## src/hdl/ems_pkg.sv

```systemverilog
`default_nettype none

package ems_pkg;

  localparam int unsigned DataW = 64;
  localparam int unsigned CntW  = $clog2(DataW);
  localparam int unsigned CfgAddrW = 2;

  localparam logic [DataW-1:0] GoldenGamma = 64'h9e37_79b9_7f4a_7c15;
  localparam logic [DataW-1:0] MixMulA     = 64'hbf58_476d_1ce4_e5b9;
  localparam logic [DataW-1:0] MixMulB     = 64'h94d0_49bb_1331_11eb;
  localparam logic [DataW-1:0] MixerSeed   = 64'h1234_5678_9abc_def0;

  localparam int unsigned ShiftA = 30;
  localparam int unsigned ShiftB = 27;
  localparam int unsigned ShiftC = 31;

  typedef enum logic [CfgAddrW-1:0] {
    CFG_SLIDE_BASE = 2'd0,
    CFG_SLOT_COUNT = 2'd1,
    CFG_ALIGNMENT  = 2'd2
  } cfg_idx_e;

  typedef enum logic [2:0] {
    ST_IDLE,
    ST_MUL1,
    ST_MUL2,
    ST_DIV,
    ST_MUL3,
    ST_FIN
  } ems_state_e;

  typedef struct packed {
    logic             func;
    logic [DataW-1:0] timestamp;
    logic [DataW-1:0] hw_random;
    logic             hw_random_ok;
  } ems_in_t;

  typedef struct packed {
    logic [DataW-1:0] random_value;
    logic [DataW-1:0] slide;
  } ems_out_t;

endpackage

`default_nettype wire

```

## src/hdl/entropy_mixed_slide_generator.sv

```systemverilog
`default_nettype none

// Channel  | Dir | Handshake                 | Payload
// ---------+-----+---------------------------+-----------------------------------
// in       | in  | in_valid_i / in_stall_o   | ems_in_t  (func, timestamp, hw word)
// out      | out | out_valid_o / out_stall_i | ems_out_t (random_value, slide)
// cfg      | in  | cfg_valid_i / cfg_ready_o | cfg_addr_i, cfg_data_i
//
// One request at a time. Each serial pass through the shared multiplier or the
// remainder unit takes 64 bit steps, followed by a done strobe.
// Raw request: 2 multiplier passes.
// Slide request: 2 multiplies, 1 remainder, 1 multiply.
// Degenerate slide (alignment or slot count zero): no serial work, state untouched.
// Reset puts the mixer at its seed and clears the config registers.
// in_stall_o stays high while a request is in flight; a finished result waits
// in its own state only while the output register is still held by out_stall_i.
module entropy_mixed_slide_generator (
  input  logic                           clk_i,
  input  logic                           rst_ni,
  input  logic                           in_valid_i,
  output logic                           in_stall_o,
  input  ems_pkg::ems_in_t               in_data_i,
  output logic                           out_valid_o,
  input  logic                           out_stall_i,
  output ems_pkg::ems_out_t              out_data_o,
  input  logic                           cfg_valid_i,
  output logic                           cfg_ready_o,
  input  logic [ems_pkg::CfgAddrW-1:0]   cfg_addr_i,
  input  logic [ems_pkg::DataW-1:0]      cfg_data_i
);
  import ems_pkg::*;

  ems_state_e st_q, st_d;

  // config registers
  logic [DataW-1:0] slide_base_q, slot_count_q, alignment_q;

  // mixer and working registers
  logic [DataW-1:0] mix_q, mix_d;
  logic             func_q, func_d;
  logic [DataW-1:0] rand_q, rand_d;
  logic [DataW-1:0] slide_q, slide_d;

  // output register
  logic     out_valid_q;
  ems_out_t out_q;
  logic     out_load;

  // shared serial units
  logic             mul_start, mul_done;
  logic [DataW-1:0] mul_a, mul_b, mul_prod;
  logic             div_start, div_done;
  logic [DataW-1:0] div_rem;

  logic             in_acc, out_acc, degen;
  logic [DataW-1:0] mixed, z1, z2, zr;

  ems_mul u_mul (
    .clk_i   (clk_i),
    .rst_ni  (rst_ni),
    .start_i (mul_start),
    .a_i     (mul_a),
    .b_i     (mul_b),
    .done_o  (mul_done),
    .prod_o  (mul_prod)
  );

  ems_div u_div (
    .clk_i   (clk_i),
    .rst_ni  (rst_ni),
    .start_i (div_start),
    .dvd_i   (rand_d),
    .dvs_i   (slot_count_q),
    .done_o  (div_done),
    .rem_o   (div_rem)
  );

  assign in_stall_o  = (st_q != ST_IDLE);
  assign in_acc      = in_valid_i && !in_stall_o;
  assign out_acc     = out_valid_q && !out_stall_i;
  assign cfg_ready_o = 1'b1;
  assign degen       = (alignment_q == '0) || (slot_count_q == '0);

  // fold timestamp and optional hw word in, then step by the golden gamma
  assign mixed = (mix_q ^ in_data_i.timestamp
                  ^ (in_data_i.hw_random_ok ? in_data_i.hw_random : '0)) + GoldenGamma;
  assign z1 = mixed ^ (mixed >> ShiftA);
  assign z2 = mul_prod ^ (mul_prod >> ShiftB);
  assign zr = mul_prod ^ (mul_prod >> ShiftC);

  always_comb begin
    st_d      = st_q;
    mix_d     = mix_q;
    func_d    = func_q;
    rand_d    = rand_q;
    slide_d   = slide_q;
    mul_start = 1'b0;
    mul_a     = z1;
    mul_b     = MixMulA;
    div_start = 1'b0;
    out_load  = 1'b0;
    unique case (st_q)
      ST_IDLE: begin
        if (in_acc) begin
          func_d = in_data_i.func;
          if (in_data_i.func && degen) begin
            rand_d  = '0;
            slide_d = slide_base_q;
            st_d    = ST_FIN;
          end else begin
            mix_d     = mixed;
            mul_start = 1'b1;
            st_d      = ST_MUL1;
          end
        end
      end
      ST_MUL1: begin
        if (mul_done) begin
          mul_a     = z2;
          mul_b     = MixMulB;
          mul_start = 1'b1;
          st_d      = ST_MUL2;
        end
      end
      ST_MUL2: begin
        if (mul_done) begin
          rand_d = zr;
          if (func_q) begin
            div_start = 1'b1;
            st_d      = ST_DIV;
          end else begin
            slide_d = '0;
            st_d    = ST_FIN;
          end
        end
      end
      ST_DIV: begin
        if (div_done) begin
          mul_a     = div_rem;
          mul_b     = alignment_q;
          mul_start = 1'b1;
          st_d      = ST_MUL3;
        end
      end
      ST_MUL3: begin
        if (mul_done) begin
          slide_d = slide_base_q + mul_prod;
          st_d    = ST_FIN;
        end
      end
      ST_FIN: begin
        // hand off once the output register is free or being drained
        if (!out_valid_q || !out_stall_i) begin
          out_load = 1'b1;
          st_d     = ST_IDLE;
        end
      end
      default: st_d = ST_IDLE;
    endcase
  end

  always_ff @(posedge clk_i or negedge rst_ni) begin
    if (!rst_ni) begin
      st_q        <= ST_IDLE;
      mix_q       <= MixerSeed;
      func_q      <= 1'b0;
      out_valid_q <= 1'b0;
    end else begin
      st_q   <= st_d;
      mix_q  <= mix_d;
      func_q <= func_d;
      if (out_load) begin
        out_valid_q <= 1'b1;
      end else if (out_acc) begin
        out_valid_q <= 1'b0;
      end
    end
  end

  always_ff @(posedge clk_i) begin
    rand_q  <= rand_d;
    slide_q <= slide_d;
    if (out_load) begin
      out_q.random_value <= rand_q;
      out_q.slide        <= slide_q;
    end
  end

  // config writes; unknown index is dropped
  always_ff @(posedge clk_i or negedge rst_ni) begin
    if (!rst_ni) begin
      slide_base_q <= '0;
      slot_count_q <= '0;
      alignment_q  <= '0;
    end else if (cfg_valid_i && cfg_ready_o) begin
      unique case (cfg_addr_i)
        CFG_SLIDE_BASE: slide_base_q <= cfg_data_i;
        CFG_SLOT_COUNT: slot_count_q <= cfg_data_i;
        CFG_ALIGNMENT:  alignment_q  <= cfg_data_i;
        default: ;
      endcase
    end
  end

  assign out_valid_o = out_valid_q;
  assign out_data_o  = out_q;

`ifndef SYNTHESIS
  // mixer only moves when a request is taken
  a_mix_hold: assert property (@(posedge clk_i) disable iff (!rst_ni)
    !in_acc |=> $stable(mix_q))
    else $error("mixer state changed without a request");

  // a degenerate slide skips all serial work
  a_degen_fast: assert property (@(posedge clk_i) disable iff (!rst_ni)
    (in_acc && in_data_i.func && degen) |=> (st_q == ST_FIN) && $stable(mix_q))
    else $error("degenerate slide did not bypass the mixer");

  // multiplier completions only land in a multiply state
  a_mul_done_st: assert property (@(posedge clk_i) disable iff (!rst_ni)
    mul_done |-> (st_q == ST_MUL1 || st_q == ST_MUL2 || st_q == ST_MUL3))
    else $error("multiplier done outside a multiply state");

  // a new result appears only from the hand-off state
  a_out_src: assert property (@(posedge clk_i) disable iff (!rst_ni)
    $rose(out_valid_o) |-> $past(st_q == ST_FIN))
    else $error("output loaded outside hand-off");
`endif

endmodule

`default_nettype wire

```

## src/hdl/ems_mul.sv

```systemverilog
`default_nettype none

// Bit-serial shift-add multiplier, low word only. One multiplier bit per cycle.
module ems_mul (
  input  logic                      clk_i,
  input  logic                      rst_ni,
  input  logic                      start_i,
  input  logic [ems_pkg::DataW-1:0] a_i,
  input  logic [ems_pkg::DataW-1:0] b_i,
  output logic                      done_o,
  output logic [ems_pkg::DataW-1:0] prod_o
);
  import ems_pkg::*;

  logic             busy_q, done_q;
  logic [CntW-1:0]  cnt_q;
  logic [DataW-1:0] a_q, b_q, acc_q;

  always_ff @(posedge clk_i or negedge rst_ni) begin
    if (!rst_ni) begin
      busy_q <= 1'b0;
      done_q <= 1'b0;
      cnt_q  <= '0;
    end else begin
      done_q <= busy_q && (cnt_q == '0);
      if (start_i) begin
        busy_q <= 1'b1;
        cnt_q  <= '1;
      end else if (busy_q) begin
        cnt_q <= cnt_q - 1'b1;
        if (cnt_q == '0) begin
          busy_q <= 1'b0;
        end
      end
    end
  end

  always_ff @(posedge clk_i) begin
    if (start_i) begin
      a_q   <= a_i;
      b_q   <= b_i;
      acc_q <= '0;
    end else if (busy_q) begin
      if (b_q[0]) begin
        acc_q <= acc_q + a_q;
      end
      a_q <= {a_q[DataW-2:0], 1'b0};
      b_q <= {1'b0, b_q[DataW-1:1]};
    end
  end

  assign done_o = done_q;
  assign prod_o = acc_q;

endmodule

`default_nettype wire

```

## src/hdl/ems_div.sv

```systemverilog
`default_nettype none

// Restoring remainder unit, one dividend bit per cycle. Divisor must be nonzero.
module ems_div (
  input  logic                      clk_i,
  input  logic                      rst_ni,
  input  logic                      start_i,
  input  logic [ems_pkg::DataW-1:0] dvd_i,
  input  logic [ems_pkg::DataW-1:0] dvs_i,
  output logic                      done_o,
  output logic [ems_pkg::DataW-1:0] rem_o
);
  import ems_pkg::*;

  logic             busy_q, done_q;
  logic [CntW-1:0]  cnt_q;
  logic [DataW-1:0] dvd_q, dvs_q, rem_q;
  logic [DataW:0]   trial;
  logic [DataW+1:0] diff;

  assign trial = {rem_q, dvd_q[DataW-1]};
  assign diff  = {1'b0, trial} - {2'b00, dvs_q};

  always_ff @(posedge clk_i or negedge rst_ni) begin
    if (!rst_ni) begin
      busy_q <= 1'b0;
      done_q <= 1'b0;
      cnt_q  <= '0;
    end else begin
      done_q <= busy_q && (cnt_q == '0);
      if (start_i) begin
        busy_q <= 1'b1;
        cnt_q  <= '1;
      end else if (busy_q) begin
        cnt_q <= cnt_q - 1'b1;
        if (cnt_q == '0) begin
          busy_q <= 1'b0;
        end
      end
    end
  end

  always_ff @(posedge clk_i) begin
    if (start_i) begin
      dvd_q <= dvd_i;
      dvs_q <= dvs_i;
      rem_q <= '0;
    end else if (busy_q) begin
      dvd_q <= {dvd_q[DataW-2:0], 1'b0};
      // no borrow: trial >= divisor
      if (!diff[DataW+1]) begin
        rem_q <= diff[DataW-1:0];
      end else begin
        rem_q <= trial[DataW-1:0];
      end
    end
  end

  assign done_o = done_q;
  assign rem_o  = rem_q;

endmodule

`default_nettype wire

```

## config.mk

```make
export PLATFORM = sky130hd
export DESIGN_NAME = entropy_mixed_slide_generator
export DESIGN_NICKNAME = d
export VERILOG_FILES = /design/src/hdl/ems_pkg.sv /design/src/hdl/entropy_mixed_slide_generator.sv /design/src/hdl/ems_mul.sv /design/src/hdl/ems_div.sv
export SDC_FILE = /design/constraint.sdc
export NUM_CORES = 2
export LEC_CHECK = 0
export BUFFER_PORTS_ARGS = -buffer_cell sky130_fd_sc_hd__buf_2
export CAP_MARGIN = 0
export CORE_MARGIN = 2
export CORE_UTILIZATION = 55
export DETAILED_ROUTE_END_ITERATION = 8
export PLACE_DENSITY = 0.79
export SYNTH_ARGS = -nofsm -noshare
export SYNTH_HDL_FRONTEND = slang
export SYNTH_SLANG_ARGS = --single-unit
export TNS_END_PERCENT = 50
```

## constraint.sdc

```tcl
create_clock -name clk_i -period 16.92 [get_ports clk_i]
set_input_delay 0.846 -clock clk_i [delete_from_list [all_inputs] [get_ports clk_i]]
set_output_delay 0.846 -clock clk_i [all_outputs]
set_load 0.01 [all_outputs]
```

# ---- Yosys cells after proc, flatten, opt, wreduce, memory -nomap -nowiden
# Cells that the tools add are included.
dict set report totals {
  rom_bits 0
  ff_bits 917
  n_memories 0
  ram_bits 0
  output_inout_bits 131
  latch_bits 0
  input_bits 201
}
dict set report classes {
  n_addsub 6
  n_bitwise 6
  eq_ne 15
  n_lt_le_gt_ge 0
  n_mux 55
  n_div 0
  n_reduce_logical 29
  shift 0
  n_mul 0
}
# op count
set ops {}
lappend ops {{two-way mux 64 bit} 19}
lappend ops {{case mux 64 bit (2 select lines)} 3}
lappend ops {{case mux 64 bit (3 select lines)} 1}
lappend ops {{adder 64 bit} 2}
lappend ops {{zero test 64 bit} 2}
lappend ops {{bitwise XOR 64 bit} 2}
lappend ops {{subtractor 65 x 64 -> 66 bit} 1}
lappend ops {{adder 64 bit, second input constant} 1}
lappend ops {{bitwise XOR 64 x 33 -> 64 bit} 1}
lappend ops {{bitwise XOR 64 x 34 -> 64 bit} 1}
lappend ops {{bitwise XOR 64 x 37 -> 64 bit} 1}
lappend ops {{two-way mux 62 bit} 1}
lappend ops {{two-way mux 3 bit} 8}
lappend ops {{two-way mux 6 bit} 4}
lappend ops {{case mux 3 bit (6 select lines)} 1}
lappend ops {{two-way mux 1 bit} 17}
lappend ops {{zero test 6 bit} 2}
lappend ops {{AND reduction 6 bit} 2}
lappend ops {{subtractor 6 x 1 -> 6 bit, second input constant} 2}
lappend ops {{AND reduction 2 bit} 5}
lappend ops {{!= test 2 x 1 -> 1 bit, second input constant} 4}
lappend ops {{!= test 2 bit, second input constant} 4}
lappend ops {{equality test 3 x 2 -> 1 bit, second input constant} 2}
lappend ops {{equality test 3 bit, second input constant} 2}
lappend ops {{13 further kinds} 23}

# ---- Longest topological paths before layout
dict set report depth {
  ltp_word 7
  depth_mapped 17
  mapped_depth_nobuf 15
}

# ---- By module
# Synthesis repeated with hierarchy kept, for this count alone.
dict set report hier_totals {
  cells_unflattened 4744
  area_unflattened_um2 50533.5
}
# mod seq_area_each_um2 area_per_inst_um2 n_inst cells_each
set by_module_without_submodules {}
lappend by_module_without_submodules {entropy_mixed_slide_generator 13618.1 26720.6 1 2396}
lappend by_module_without_submodules {ems_div 5325.1 11995.3 1 1200}
lappend by_module_without_submodules {ems_mul 5325.1 11817.6 1 1148}

# ---- Worst setup path after synthesis
# Ideal clock, no wire load.
dict set report synth_path {
  kind {register to register}
  start {register st_q[1]}
  end {register out_q, in the netlist out_data_o[0] (enable)}
  setup_slack_ns 9.129
  synth_period_minus_slack_ns 7.791
  stages_incl_launch_ff 6
  setup_time_ns 0.657
  t_arrival_ns 7.134
  cell_sequence {dfrtp_1 clkbuf_1 clkbuf_1 nor2b_1 nand2_1 a21oi_1}
}
dict set report synth_between {
  elab_chain_len 2
}
# item line_no
set synth_rtl {}
lappend synth_rtl {{start, declared} entropy_mixed_slide_generator.sv:33} ;# ems_state_e st_q, st_d;
lappend synth_rtl {{start signal, assigned} entropy_mixed_slide_generator.sv:169} ;# st_q <= st_d;
lappend synth_rtl {{equality test 3 bit} entropy_mixed_slide_generator.sv:102} ;# unique case (st_q)
lappend synth_rtl {{two-way mux 1 bit} entropy_mixed_slide_generator.sv:102}
lappend synth_rtl {{via out_load} entropy_mixed_slide_generator.sv:47} ;# logic out_load;
lappend synth_rtl {{end, declared} entropy_mixed_slide_generator.sv:46} ;# ems_out_t out_q;
# The timed path passes the listed nets, and every way through them passes these cells.
# A chain may end at the register's enable or synchronous reset.

# ---- Final worst setup path
dict set report layout_path {
  start {register alignment_q[2]}
  end {register u_mul.a_q[20], data pin}
}
dict set report layout_between {
  elab_chain_len 7
}
# item line_no
set layout_rtl {}
lappend layout_rtl {{start, declared} entropy_mixed_slide_generator.sv:36} ;# logic [DataW-1:0] slide_base_q, slot_count_q, alignment_q;
lappend layout_rtl {{start signal, assigned} entropy_mixed_slide_generator.sv:199} ;# CFG_ALIGNMENT: alignment_q <= cfg_data_i;
lappend layout_rtl {{zero test 64 bit} entropy_mixed_slide_generator.sv:82} ;# assign degen = (alignment_q == '0) || (slot_count_q == '0);
lappend layout_rtl {{logical OR 1 bit} entropy_mixed_slide_generator.sv:82}
lappend layout_rtl {{logical AND 1 bit} entropy_mixed_slide_generator.sv:106} ;# if (in_data_i.func && degen) begin
lappend layout_rtl {{two-way mux 1 bit} entropy_mixed_slide_generator.sv:106}
lappend layout_rtl {{two-way mux 1 bit} entropy_mixed_slide_generator.sv:104} ;# if (in_acc) begin
lappend layout_rtl {{case mux 1 bit (3 select lines)} entropy_mixed_slide_generator.sv:102}
lappend layout_rtl {{two-way mux 64 bit} ems_mul.sv:39} ;# if (start_i) begin
lappend layout_rtl {{end signal, assigned} ems_mul.sv:40} ;# a_q <= a_i;
lappend layout_rtl {{end signal, assigned} ems_mul.sv:47} ;# a_q <= {a_q[DataW-2:0], 1'b0};
lappend layout_rtl {{end, declared} ems_mul.sv:17} ;# logic [DataW-1:0] a_q, b_q, acc_q;
# Every way passes these cells.

==> results_tabular.tex <==
\begin{tabular}{lr}
\hline
Metric & Value \\
\hline
\multicolumn{2}{l}{\textbf{Floorplanning}} \\
Die boundary height & about 300 microns \\
I/O pin count & between 300 and 400 \\
Placement row count & 110 \\
Initial core utilization & between 50 and 60\% \\
Core Area & about 90000 sq um \\
Horizontal die dimension & between 300 and 400 microns \\
Die ar. & around 93000 sq um \\
\multicolumn{2}{l}{\textbf{Timing}} \\
Worst hold slack & roughly 0.15 ns \\
Total negative setup slack & 0 ns \\
Final period demand of the worst path & roughly 4.8 ns \\
Pins Over Slew Limit & 0 \\
Fraction of the cycle the final worst path needs & approximately 28\% \\
Max\_slew headroom & 23.7\% \\
Post-route setup slack & 12.17 ns \\
Final setup viols & 0 \\
Post-Route Skew & roughly 0.033 ns \\
Slew at the pin closest to its max-slew limit & between 1 and 1.5 ns \\
Highest achievable clock rate & about 210 MHz \\
RSZ-0062 raised after global routing & no \\
Final count of hold timing violations & 0 \\
\multicolumn{2}{l}{\textbf{Critical path}} \\
Startpoint types & flip-flop \\
Launch instance of the worst register-to-register path & alignment\_q[2]\$\_DFFE\_PN0P\_ \\
Worst endpoint data arrival time & approximately 5.1 ns \\
Reg2reg path depth & 9 \\
Critical path's most frequent cell & nor4\_1 \\
Largest fanout on the critical path & 80 \\
FF-to-FF setup slack & about 12 ns \\
Crit. End Element & flip-flop \\
Slowest-stage cell, CP & nor4\_1 \\
Crit Path Class & flip-flop to flip-flop \\
CP Cell Sequence & nor4\_1 -> nand4\_1 -> nor4\_1 -> o21ai\_0 -> nand3\_4 -> nand2\_4 -> buf\_4 -> o22ai\_1 -> a21oi\_1 \\
FF-to-FF End & u\_mul.a\_q[20]\$\_DFFE\_PP\_ \\
Crit-path max cell delay & around 0.66 ns \\
Required time at the endpoint of the critical path & 17.31 ns \\
\multicolumn{2}{l}{\textbf{Clocking}} \\
Master cell of the clock root buffer & clkbuf\_16 \\
Max clock buf depth & 3 \\
Clock transition at the registers of the reported paths & 0.06 ns \\
Hold bufs inserted after CTS & 0 \\
H-tree lvl count & 3 \\
Source-to-sink clock delay at the later pin of the worst-skew pair & $\sim$0.69 ns \\
Clock buffers created by TritonCTS & 94 \\
Sinks on the clock net & between 900 and 1k \\
PostCTS Resize Cnt & 0 \\
Total setup buffers inserted after CTS & 0 \\
TritonCTS clock tree & done \\
\multicolumn{2}{l}{\textbf{Drt}} \\
Antenna-violating nets left & 0 \\
Final routed DRC violation total & 0 \\
First-pass iteration count of the detailed router & 8 \\
Iter 0 DRT Violations & around 5.7k \\
Total Wirelength & around 180000 microns \\
Number of vias per cell after detailed routing & 6.42 \\
Drt wl/cell & between 20 and 30 microns \\
Routed via count & slightly above 40k \\
\multicolumn{2}{l}{\textbf{Yosys}} \\
Proportion of synthesized area in mux cells & between 4 and 5\% \\
Largest area contributor in the netlist & edfxtp\_1 \\
Post-synthesis adder-cell area fraction & around 5.0\% \\
Mean post-synth cell area & 9.98 sq um \\
Number of warning messages in the yosys log & 0 \\
Synth Register Bits & 917 \\
Post-synthesis compound-gate area fraction & 17.2\% \\
Simple-gate share of the synthesized area & between 10\% and 20\% \\
Async set-or-reset flop fraction in the synthesized netlist & a little under a third \\
Synthesized cell area & 49700 sq um \\
Area share of the largest cell type after synthesis & 27.1\% \\
Commonest register cell after synthesis & edfxtp\_1 \\
Cell types with the largest area share after synthesis & edfxtp\_1, dfrtp\_1, dfxtp\_1 \\
Dominant combinational cell family by area after synthesis & compound AO/OA/AOI/OAI gates \\
Number of flops mapped to enable cells by yosys & between 400 and 500 \\
Count of distinct cell types in the synthesized netlist & roughly 100 \\
Net Count, Synth & around 5.4k \\
Cells after synthesis & $\sim$5.0k \\
Synthesized-area fraction occupied by xor and xnor cells & roughly 8.6\% \\
Seq/Total Area, Yosys & 48.9\% \\
\multicolumn{2}{l}{\textbf{Global route}} \\
Global router's overall resource usage & between 30\% and 40\% \\
Initial antenna violation count & 12 \\
Via count of the first global-routing pass & between 30k and 40k \\
Remaining global-route overflow & 0 \\
Pin count of the biggest net entering global routing & just under 100 \\
First-pass GRT wire length & 256000 microns \\
\multicolumn{2}{l}{\textbf{Final layout}} \\
Final Util & around three fifths \\
Relative area change from synthesis to final layout & 11.6\% \\
Fraction of layout cells with a size suffix above 1 & between 10\% and 20\% \\
Total Nets Final & approximately 5.6k \\
Filler Cell Count & around 7.4k \\
\multicolumn{2}{l}{\textbf{Place}} \\
Dpl hpwl & between 100000 and 150000 microns \\
Worst slack at placement & between 10 and 15 ns \\
Final weighted congestion in routability-driven placement & about 1.1 \\
Number of buffers inserted by port buffering & between 300 and 400 \\
\multicolumn{2}{l}{\textbf{Power}} \\
Power per standard cell area & just under 100 nW/um\^{}2 \\
IR Drop Worst-Case VDD & between 80 and 90 uV \\
Total power of the final layout & 5420 uW \\
Static Leak & around 0.022 uW \\
\multicolumn{2}{l}{\textbf{Outcome}} \\
Result of the run & finished, final reports clean \\
\multicolumn{2}{l}{\textbf{Worst hold path}} \\
Kind of path behind the tightest hold check & input port to asynchronous set/reset pin \\
\multicolumn{2}{l}{\textbf{Job}} \\
MaxCap Viol Count & 0 \\
\hline
\end{tabular}
## cell usage after synthesis, drive strengths merged (18+ instances only)
cell,instances
o21ai,308
o21bai,40
clkbuf,219
dfxtp,192
mux2,196
o22ai,35
a211oi,56
inv,130
a31oi,36
a21oi,429
edfxtp,448
a21o,104
nor4,45
nand2,785
o22a,18
nor2b,30
and3,26
xnor2,290
nor2,314
nand2b,25
dfstp,32
xor2,192
nor3,40
buf,40
ha,195
a22o,99
o211ai,21
nand4,57
a22oi,23
o21a,44
dfrtp,245
nand3,53
## flip-flops by register name (all words and copies together), names as in the netlist, 64 cells and up
| register | count |
|---|---|
| alignment_q | 64 |
| mix_q | 64 |
| out_data_o | 128 |
| rand_q | 64 |
| slide_base_q | 64 |
| slide_q | 64 |
| slot_count_q | 64 |
| u_div.dvd_q | 64 |
| u_div.dvs_q | 64 |
| u_div.rem_o | 64 |
| u_mul.a_q | 64 |
| u_mul.b_q | 64 |
| u_mul.prod_o | 64 |
## cell families (layout without fill, tap and decap cells)
logic type / count (synthesis) / in the layout
compound gates: 1335 / 1335
xor+xnor: 482 / 482
fa+ha+maj: 198 / 198
buf+inv: 390 / 689
flops: 917 / 917
mux: 208 / 208
other cells: 1 / 8
simple gates: 1444 / 1444
## area by class of cell
class,instances,area [sq um],area share [%]
Clock inverter,45,484,0.874
Antenna cell,7,17.5,0.0316
Clock buffer,133,2660,4.80
Sequential cell,917,24300,43.8
Multi-Input combinational cell,3668,24000,43.3
Inverter,131,497,0.896
Timing Repair Buffer,380,2040,3.68
Tap cell,1176,1470,2.66
## metal layers
layer	vias to the layer above	GRT usage (%)	part of all wire [%]
met4	10	19.5	6.1
met1	20278	51.3	40
met5	-	0	0.041
li1	18318	-	-
met3	460	8.21	11
met2	2383	54.8	43
## metrics by stage
step	area (sq um)	cells
floorplan	49700	4975
global placement	52300	6272
detailed placement	52300	6272
CTS	55400	6450
global route	55400	6450
finish	55400	6457
## cells in the final DEF (no fill, tap or decap), types with 20 or more instances in the layout
master / netlist / routed
nand2_1: 785 / 779
edfxtp_1: 448 / 448
a21oi_1: 424 / 423
buf_2: 11 / 329
nor2_1: 314 / 311
o21ai_0: 298 / 298
xnor2_1: 287 / 287
dfrtp_1: 245 / 244
mux2_2: 196 / 196
ha_1: 195 / 195
dfxtp_1: 192 / 192
xor2_1: 190 / 190
inv_1: 128 / 128
a21o_1: 104 / 103
a22o_1: 99 / 99
clkbuf_16: 0 / 96
nand4_1: 57 / 57
a211oi_1: 55 / 55
nand3_1: 53 / 52
buf_4: 7 / 50
nor4_1: 44 / 44
o21a_1: 44 / 43
o21bai_1: 40 / 40
nor3_1: 39 / 37
o22ai_1: 34 / 34
a31oi_1: 33 / 33
dfstp_2: 32 / 32
nor2b_1: 30 / 29
and3_1: 26 / 26
nand2b_1: 25 / 25
clkbuf_1: 219 / 25
a22oi_1: 23 / 23
o211ai_1: 20 / 20
## how the worst max path moves through the flow
| stage | cells after the start | startpoint | slack (ns) | to |
|---|---|---|---|---|
| 2_1_floorplan | 5 | st_q[1]$_DFFE_PN0P_ | 9.13 | out_data_o[0]$_DFFE_PP_ |
| 3_3_place_gp | 17 | in_data_i[0] | 11.77 | u_mul.a_q[30]$_DFFE_PP_ |
| 3_5_place_dp | 17 | in_data_i[0] | 11.75 | u_mul.a_q[30]$_DFFE_PP_ |
| 4_1_cts | 15 | u_div.dvs_q[1]$_DFFE_PP_ | 12.34 | u_div.rem_o[12]$_SDFFE_PP0P_ |
| 5_1_grt | 15 | u_div.dvs_q[1]$_DFFE_PP_ | 11.93 | u_div.rem_o[12]$_SDFFE_PP0P_ |
| 6_report | 9 | alignment_q[2]$_DFFE_PN0P_ | 12.17 | u_mul.a_q[20]$_DFFE_PP_ |
## critical path: cells and delay by family (launching register included)
| family | cells | cell delay, ns |
|---|---|---|
| buffers and inverters | 1 | 0.58 |
| DFF | 1 | 0.40 |
| and+or+nand+nor | 5 | 2.48 |
| AOI/OAI and AO/OA | 3 | 0.93 |
## power by group
group | switching [uW] | internal, uW | total (uW)
Combinational | 419 | 304 | 723
Clock | 932 | 1210 | 2150
Sequential | 129 | 2420 | 2550
Total | 1480 | 3940 | 5420
Power figures use the tool's default switching activity.
